**src/rtl/core/bpr_pkg.sv**
```systemverilog
// ----------------------------------------------------------------------------
// bpr_pkg
// Shared types, widths and constants of the brick pose point rotator.
// ----------------------------------------------------------------------------
`default_nettype none

package bpr_pkg;

  // Field widths
  localparam int Q_W       = 24;  // Q8.16 coordinate
  localparam int ANG_W     = 16;  // angle in 1/65536 turn
  localparam int OFS_W     = 21;  // offset register, Q.16 unsigned
  localparam int CS_W      = 32;  // CORDIC x/y, Q2.30
  localparam int Z_W       = 24;  // residual angle in 1/2^24 turn
  localparam int CFG_IDX_W = 2;

  // Parameter defaults and fixed counts
  localparam int CORDIC_STAGES_DEF = 16;
  localparam int ATAN_LEN          = 24;
  localparam int NUM_STUDS         = 8;
  localparam int STUD_W            = $clog2(NUM_STUDS);

  // CORDIC gain 0.6072529 in Q2.30
  localparam logic signed [CS_W-1:0] CORDIC_K = 32'sd652032874;

  // Offset register reset values
  localparam logic [OFS_W-1:0] INNER_RESET = 21'd32768;
  localparam logic [OFS_W-1:0] OUTER_RESET = 21'd98304;

  // Configuration register indexes
  typedef enum logic [CFG_IDX_W-1:0] {
    CFG_INNER = 2'd0,
    CFG_OUTER = 2'd1
  } bpr_cfg_idx_t;

  // atan(2^-i) in 1/2^24 turn
  localparam logic signed [Z_W-1:0] ATAN_TURN [ATAN_LEN] = '{
    24'sd2097152, 24'sd1238021, 24'sd654136, 24'sd332050,
    24'sd166669,  24'sd83416,   24'sd41718,  24'sd20860,
    24'sd10430,   24'sd5215,    24'sd2608,   24'sd1304,
    24'sd652,     24'sd326,     24'sd163,    24'sd81,
    24'sd41,      24'sd20,      24'sd10,     24'sd5,
    24'sd3,       24'sd1,       24'sd1,      24'sd0
  };

  // Pose fields that ride along the rotation chain
  typedef struct packed {
    logic                  op;
    logic signed [Q_W-1:0] cx;
    logic signed [Q_W-1:0] cy;
    logic signed [Q_W-1:0] px;
    logic signed [Q_W-1:0] py;
    logic [1:0]            quad;
  } bpr_pose_t;

  // Contents of one rotation cell
  typedef struct packed {
    logic signed [CS_W-1:0] x;
    logic signed [CS_W-1:0] y;
    logic signed [Z_W-1:0]  z;
    bpr_pose_t              pose;
  } bpr_cell_t;

endpackage

`default_nettype wire

```
**src/rtl/core/bpr_cordic_cell.sv**
```systemverilog
// ----------------------------------------------------------------------------
// bpr_cordic_cell
// One CORDIC micro-rotation with a fixed shift, registered, in the chain.
// ----------------------------------------------------------------------------
`default_nettype none

module bpr_cordic_cell
  import bpr_pkg::*;
#(
  parameter int SHIFT = 0
) (
  input  wire logic      clk,
  input  wire logic      rst_n,
  input  wire logic      adv,
  input  wire logic      in_valid,
  input  wire bpr_cell_t in_cell,
  output logic           out_valid,
  output bpr_cell_t      out_cell
);

  logic      valid_r;
  bpr_cell_t cell_r;
  bpr_cell_t cell_nxt;
  logic signed [CS_W-1:0] xs;
  logic signed [CS_W-1:0] ys;

  // Rotate toward zero residual; floor shifts
  always_comb begin
    xs       = in_cell.x >>> SHIFT;
    ys       = in_cell.y >>> SHIFT;
    cell_nxt = in_cell;
    if (!in_cell.z[Z_W-1]) begin
      cell_nxt.x = in_cell.x - ys;
      cell_nxt.y = in_cell.y + xs;
      cell_nxt.z = in_cell.z - ATAN_TURN[SHIFT];
    end else begin
      cell_nxt.x = in_cell.x + ys;
      cell_nxt.y = in_cell.y - xs;
      cell_nxt.z = in_cell.z + ATAN_TURN[SHIFT];
    end
  end

  // Advance valid with the chain
  always_ff @(posedge clk) begin
    if (!rst_n) begin
      valid_r <= 1'b0;
    end else if (adv) begin
      valid_r <= in_valid;
    end
  end

  // Advance data with the chain
  always_ff @(posedge clk) begin
    if (adv) begin
      cell_r <= cell_nxt;
    end
  end

  assign out_valid = valid_r;
  assign out_cell  = cell_r;

endmodule

`default_nettype wire

```
**config.mk**
```make
export PLATFORM = sky130hd
export DESIGN_NAME = bpr_cordic_cell
export DESIGN_NICKNAME = d
export VERILOG_FILES = /design/src/rtl/core/bpr_pkg.sv /design/src/rtl/core/bpr_cordic_cell.sv
export SDC_FILE = /design/constraint.sdc
export NUM_CORES = 1
export LEC_CHECK = 0
export ABC_AREA = 1
export BUFFER_PORTS_ARGS = -buffer_cell sky130_fd_sc_hd__buf_2
export CAP_MARGIN = 10
export CELL_PAD_IN_SITES_DETAIL_PLACEMENT = 1
export CELL_PAD_IN_SITES_GLOBAL_PLACEMENT = 1
export CORE_MARGIN = 2
export CORE_UTILIZATION = 34
export DETAILED_ROUTE_END_ITERATION = 10
export PLACE_DENSITY = 0.77
export SYNTH_ARGS = -nofsm -noshare
export SYNTH_HDL_FRONTEND = slang
export SYNTH_SLANG_ARGS = --single-unit
```
**constraint.sdc**
```tcl
create_clock -name clk -period 1.9 [get_ports clk]
set_clock_uncertainty 0.2 [all_clocks]
set_input_delay 0.19 -clock clk [delete_from_list [all_inputs] [get_ports clk]]
set_output_delay 0.19 -clock clk [all_outputs]
set_load 0.01 [all_outputs]
```
# Word level (Yosys, flattened, before mapping)
# Index checks and enable logic that the tools add are counted.
op_classes:
  n_addsub: 5
  multipliers: 0
  n_div: 0
  order_cmp: 0
  eq_ne: 0
  shift: 0
  n_mux: 1
  bitwise: 0
  n_reduce_logical: 0
op_table:
  columns: ["operator", "count"]
  rows:
  - ["$mux W88", 1]
  - ["$sub A32 B32 Y32", 2]
  - ["$add A32 B32 Y32", 1]
  - ["$add A24 B23 Y24 const B", 1]
  - ["$sub A24 B23 Y24 const B", 1]
word_totals:
  register_bits: 188
  latch_bits: 0
  mem_bits_rw: 0
  rom_bits: 0
  input_bits: 191
  output_inout_bits: 188
  n_memories: 0

# Depth between registers and ports, before layout
# Gate-level depths: netlist of the first run.
logic_depth:
  ltp_word: 2
  ltp_mapped: 17
  mapped_depth_nobuf: 16

# Worst setup path after synthesis of the first run
# No wires, ideal clock.
synth_path:
  kind: "in2reg"
  start: "input port in_cell[123] (netlist name)"
  end: "register cell_r (netlist bit out_cell[183]) (data pin)"
  setup_ns: 0.254
  t_arrival_ns: 1.537
  slack_ns: -0.090
  path_stages: 11
  path_buffers: 0
  cell_sequence: "ha_1 > fa_1 > nand2_1 > nand2_1 > and2_1 > nand2_1 > nand3_2 > nand2_1 > nand3_1 > nand3_1 > nand2_1"
synth_lines:
  columns: ["element", "line", "rtl"]
  rows:
  - ["start, declared", "bpr_cordic_cell.sv:16", "input wire bpr_cell_t in_cell,"]
  - ["end signal, assigned", "bpr_cordic_cell.sv:55", "cell_r <= cell_nxt;"]
  - ["end, declared", "bpr_cordic_cell.sv:22", "bpr_cell_t cell_r;"]

==> flow_summary.yaml, run 1 <==
grt:
  antenna_found_initial: 1
  gr-usage-met3_pct: 4.64
  track_usage_pct: 30.6
  use_met2_pct: 54.1
  grt_overflow: 0
  grt_pass1_vias: 15600
  grt_pass1_wl_um: 93800
  busiest_layer: "met2"
  grt_max_degree: 62
  met1_usage_pct: 36.2
placed_design:
  placed_cells: 2818
  gp_congestion: 0.907
  hpwl_um: 47200
  pre_cts_ws_ps: -637
  io_buffers: 378
critical_path:
  worstPathCellList: "buf_2 > inv_2 > ha_4 > fa_2 > inv_4 > nand2_1 > nand3_2 > nand2_2 > nand2_2 > nand2_1 > nand3_1 > nand2_1 > nand3_1 > nand2_1"
  slowest_stage: "fa_2"
  critPathLaunchType: "input port"
  cp.arrival_ps: 1850
  cp_common_cell: "nand2_1"
  end_kind: "register"
  timing_worst_setup_path_type: "in -> reg"
  cp.required_ps: 1910
  critPathMaxFanout: 4
  max_stage_delay_ps: 410
power_and_ir_drop:
  p_total_mw: 13.7
  vdd_ir_drop_max_mv: 0.645
  leakage_nw: 10.2
  power_density_nw_per_um2: 685
timing:
  relSlewSlack_pct: 38.1
  final.period_utilization_pct: 96.4
  hold_viol_final: 0
  drv_slew: 0
  worstMarginPinSlew_ps: 925
  rsz0062_at_grt: "true"
  fin_crit_ps: 1830
  setup_violations: 0
  max_freq_mhz: 546
  setup_ws_ps: 68.0
  setup-tns-final_ps: 0
die:
  rows: 71
  pin_count: 379
  die_area_sq_um: 40200
  design.core.area_sq_um: 37800
  dieWidth_um: 201
  start_util_pct: 34.7
  die_h_um: 201
yosys:
  synth-simple-area-share_pct: 29.1
  synth_fp_nets: 2028
  synth_top_family_by_area: "simple AND/OR/NAND/NOR gates"
  synth-xor-area-share_pct: 1.67
  yosysWarnings: 0
  ys_types: 37
  synth_compound_area_share_pct: 5.68
  yosysSeqAreaShare_pct: 42.7
  syn-cell-area_sq_um: 13100
  synth_cells: 1739
  synth_fa_ha_area_share_pct: 9.56
  synth_area_per_cell_sq_um: 7.55
  ys_ff_latch: 187
  synthMuxAreaShare_pct: 0
status:
  status: "completed"
routing:
  wl_per_cell_um: 21.0
  firstDrtPassIters: 5
  viasPerCell: 4.89
  drt-total-wl_um: 62600
  drc: 0
  vias: 14600
  drt-initial-drc-count: 635
  ant_nets: 0
final_layout:
  fin_nets: 2748
  drive_gt1_share_pct: 34.0
  stdcell_count: 2984
  fin_util_pct: 52.7
  multi_input_area_sq_um: 6830
  area_growth_pct: 51.7
  regArea_sq_um: 5610
  n_fill_cell: 4804
job:
  maxCapViolCount: 0
clock_network:
  htreeDepth: 4
  cts_tree: "built"
  insertion_delay_ps: 470
  cts_buffers: 17
  clkTransAtPathRegs_ps: 80
  clock_sinks: 187
  cts_root_buf: "clkbuf_16"
  cts_buffer_depth: 2
worst_hold_path:
  worstHoldPathType: "in -> reg"
==> registers in the layout (all words and copies together) (netlist names) <==
| name | count |
|---|---|
| out_valid | 1 |
| out_cell | 186 |
==> cells by family (layout without fill, tap and decap cells) <==
| logic type | after synthesis | count (layout) |
|---|---|---|
| and+or+nand+nor | 918 | 918 |
| xor gates and xnor gates | 25 | 25 |
| DFF | 187 | 187 |
| adders and majority gates | 98 | 98 |
| other | 0 | 1 |
| AOI/OAI and AO/OA | 136 | 136 |
| buffers and inverters | 375 | 1108 |
==> repair_timing <==
action,CTS,global route
endpoints found under the setup margin,30,48
buffers inserted,0,7
resized for setup,30,143
endpoints found under the hold margin,141,0
gates cloned,0,0
pin swaps,2,12
hold buffers,126,0
==> Yosys cell counts (all sizes together) <==
master,n,area (sq um)
o21ai,37,185
o22ai,4,25.0
a31oi,4,25.0
nor3,7,40.0
nor4,1,12.5
inv,330,1240
o31ai,2,15.0
a21oi,72,368
nand3,147,746
xor2,25,219
nand4,19,119
edfxtp,186,5590
buf,32,200
o21bai,10,75.1
nand2,622,2360
clkinv,3,11.3
ha,94,1180
clkbuf,10,37.5
o21a,6,45.0
dfxtp,1,20.0
and3,1,6.26
a21o,1,7.51
and2,2,12.5
nand3b,7,60.1
fa,4,80.1
nor2,112,460
==> through the flow <==
stage / hold WS [ps] / cell area (sq um)
global route: 40.7 / 19900
global placement: 167 / 17300
finish: 45.9 / 19900
detailed placement: 168 / 17300
floorplan: 83.5 / 13200
CTS: 25.6 / 19300
==> power breakdown <==
group | leakage, nW | internal (mW) | switching [mW]
clock network | 0.275 | 1.85 | 1.83
logic | 8.11 | 1.93 | 2.84
registers | 1.83 | 5.05 | 0.168
==> per-layer routing <==
metal,vias up,share of wire [%]
li1,6893,-
met4,0,5.2
met1,7107,41
met5,-,0
met3,137,4.5
met2,450,50
==> layout make-up <==
class	instances	area share, %
clock inverter	13	0.678
antenna	1	0.0126
sequential	187	28.1
clock buffer	19	2.17
timing repair buffer	743	25.2
tap	511	3.21
inverter	333	6.28
multi-input combinational	1177	34.3
==> critical path, delay by kind of cell <==
family        cells  cell delay, ps
simple gates      9             780
fa+ha+maj         2             580
buf+inv           3             290
==> placed cells by master (no fill, tap or decap), types with 3 or more instances in the layout <==
| cell | count |
|---|---|
| a21oi_1 | 47 |
| a21oi_2 | 25 |
| a31oi_1 | 4 |
| buf_12 | 5 |
| buf_2 | 375 |
| buf_4 | 233 |
| clkbuf_16 | 17 |
| clkinv_1 | 3 |
| dlygate4sd3_1 | 126 |
| edfxtp_1 | 186 |
| fa_2 | 3 |
| ha_1 | 66 |
| ha_2 | 6 |
| ha_4 | 22 |
| inv_1 | 315 |
| inv_2 | 15 |
| inv_6 | 5 |
| nand2_1 | 566 |
| nand2_2 | 53 |
| nand2_4 | 3 |
| nand3_1 | 138 |
| nand3_2 | 6 |
| nand3_4 | 3 |
| nand3b_1 | 5 |
| nand4_1 | 19 |
| nor2_1 | 69 |
| nor2_2 | 27 |
| nor2_4 | 16 |
| nor3_2 | 6 |
| o21a_1 | 6 |
| o21ai_0 | 28 |
| o21ai_1 | 6 |
| o21ai_2 | 3 |
| o21bai_1 | 10 |
| o22ai_1 | 4 |
| xor2_1 | 24 |
==> worst paths after layout <==
kind | from | to | slack [ps] | cells past startpoint
max | in_cell[155] | out_cell[179] | 70 | 14
min | adv | out_cell[94] | 50 | 2
max reg2reg | out_valid | out_valid | 420 | 3
min reg2reg | out_valid | out_valid | 970 | 3
No activity file was read; power rests on OpenSTA's default activity.
==> run 2: changes to the inputs <==
Settings changed: CORE_UTILIZATION 34 to 38, PLACE_DENSITY 0.77 to 0.82.
Clock period 1.9 ns to 1.85 ns, I/O delays scaled along.
==> run 2 against run 1 <==
  * The run now ends with setup timing left
  * First-iteration DRC count rose by 46%
  * Clock-buffer cell count unchanged
  * Flip-flop and latch count is the same
  * Critical path depth is 1 lower
  * Sequential share of layout area decreased by 0.95 points
  * Die area down 10%
  * Critical path type unchanged
==> flow_summary.yaml, run 2 (synthesized netlist as in run 1, its figures left out) <==
status:
  status: "finished, violations left"
  violations: "setup timing"
critical_path:
  cp.required_ps: 1900
  reg2reg_from: "out_valid"
  end_kind: "register"
  critPathMaxFanout: 5
  timing_worst_setup_path_type: "in -> reg"
  cp.arrival_ps: 2150
  cp-startpoint: "in_cell[124]"
  critPathLaunchType: "input port"
  r2r_setup_slack_ps: 280
power_and_ir_drop:
  power_density_nw_per_um2: 709
  power_frac_clock_pct: 26.1
  intPower_mw: 9.23
  leakage_nw: 10.5
  p_total_mw: 14.6
  vdd_ir_drop_max_mv: 0.704
  p_switching_mw: 5.39
  p_comb_share_pct: 37.0
  swShare_pct: 36.9
  power_frac_seq_pct: 36.8
final_layout:
  area_growth_pct: 57.0
  mostFrequentLayoutCells: "nand2_1 (520), buf_2 (370), inv_1 (280)"
  fin_area_sq_um: 20600
  drive_gt1_share_pct: 39.2
  fin_nets: 2765
  largest_reg_flops: 186
  final_common_cell: "nand2_1"
timing:
  relSlewSlack_pct: 46.8
  timing.hold.ws_ps: 39.3
  worstMarginPinSlew_ps: 796
  hold_viol_final: 0
  max_freq_mhz: 476
  rsz0062_at_grt: "true"
  setup_ws_ps: -251
  drv_slew: 0
  setup_violations: 19
  fin_crit_ps: 2100
  final.period_utilization_pct: 114
routing:
  top_layer: "met4"
  route.met3.wl_um: 4050
  dr_wl_met2_um: 34700
  wl_per_cell_um: 23.6
  drt-total-wl_um: 69500
  drc: 0
  firstDrtPassIters: 5
  vias: 15700
  ant_nets: 0
  viasPerCell: 5.33
  wl_met1_um: 25800
  drt-initial-drc-count: 925
die:
  rows: 68
  pin_count: 379
  die_area_sq_um: 36100
  design.core.area_sq_um: 34300
  die_h_um: 190
  start_util_pct: 38.3
  dieWidth_um: 190
placed_design:
  io_buffers: 378
  dpl-instance-area_sq_um: 17800
  gp_congestion: 0.918
  hpwl_um: 47400
grt:
  antenna_found_initial: 2
  grt_overflow: 0
  track_usage_pct: 35.5
  grt_max_degree: 60
  grt_pass1_vias: 16200
  grt_pass1_wl_um: 95800
worst_hold_path:
  worstHoldPathType: "in -> reg"
  hold_start: "in_cell[154]"
clock_network:
  clkTransAtPathRegs_ps: 90
  cts_buffers: 17
  clock_sinks: 187
  htreeDepth: 4
  cts_root_buf: "clkbuf_16"
  cts_tree: "built"
  cts_buffer_depth: 2
  insertion_delay_ps: 450
job:
  maxCapViolCount: 0
==> run 2: timing repair <==
action | in CTS | in global routing
hold buffers | 126 | 0
hold endpoints to repair | 135 | 0
setup endpoints to repair | 39 | 44
gates resized for setup | 40 | 194
buffers inserted | 3 | 20
cloned | 0 | 0
pin swaps | 4 | 59
==> run 2: final cells by class <==
| class | instances | area [sq um] |
|---|---|---|
| Fill cell | 4162 | 13700 |
| Multi-Input combinational cell | 1177 | 7370 |
| Sequential cell | 187 | 5610 |
| Timing Repair Buffer | 760 | 5260 |
| Inverter | 333 | 1260 |
| Tap cell | 455 | 569 |
| Clock buffer | 19 | 433 |
| Clock inverter | 12 | 113 |
| Antenna cell | 3 | 7.51 |
==> run 2: final timing paths <==
check / to / cells after the start
max: out_cell[166] / 13
min: out_cell[186] / 5
min reg2reg: out_valid / 3
max reg2reg: out_valid / 3
==> run 2: power by group through the flow <==
stage	Sequential (mW)	Clock [mW]	Combinational, mW
after detailed placement	5.42	0	4.47
after global routing	5.41	3.95	5.73
after floorplan	5.62	0	2.07
after CTS	5.34	3.72	4.81
final	5.39	3.82	5.41
after global placement	5.41	0	4.32
==> run 2: layer usage <==
metal  up-vias  GRT usage, %
met5         -             0
met4         0          20.8
met3       283          5.00
met2       827          63.8
met1      7638          40.2
li1       6952             -
==> run 2: metrics by stage <==
step	instances	TNS [ps]	worst slack, ps	util [%]
finish	2946	-1260	-251	60.1
global placement	2763	-26510	-901	51.9
detailed placement	2763	-28640	-904	51.9
CTS	2923	-7.80	-7.80	57.6
global route	2945	-2670	-302	60.1
floorplan	1739	-163	-20.9	-
==> run 2: worst max-delay path, cell delays in order <==
cell      delay (ps)
clkbuf_4         150
inv_2            130
ha_4             240
nand2_4           90
inv_2             50
nand2_1           90
nand2_1           90
buf_4            150
nand2_1           90
nand3b_1         180
buf_4            200
xor2_1           160
o21ai_0          330
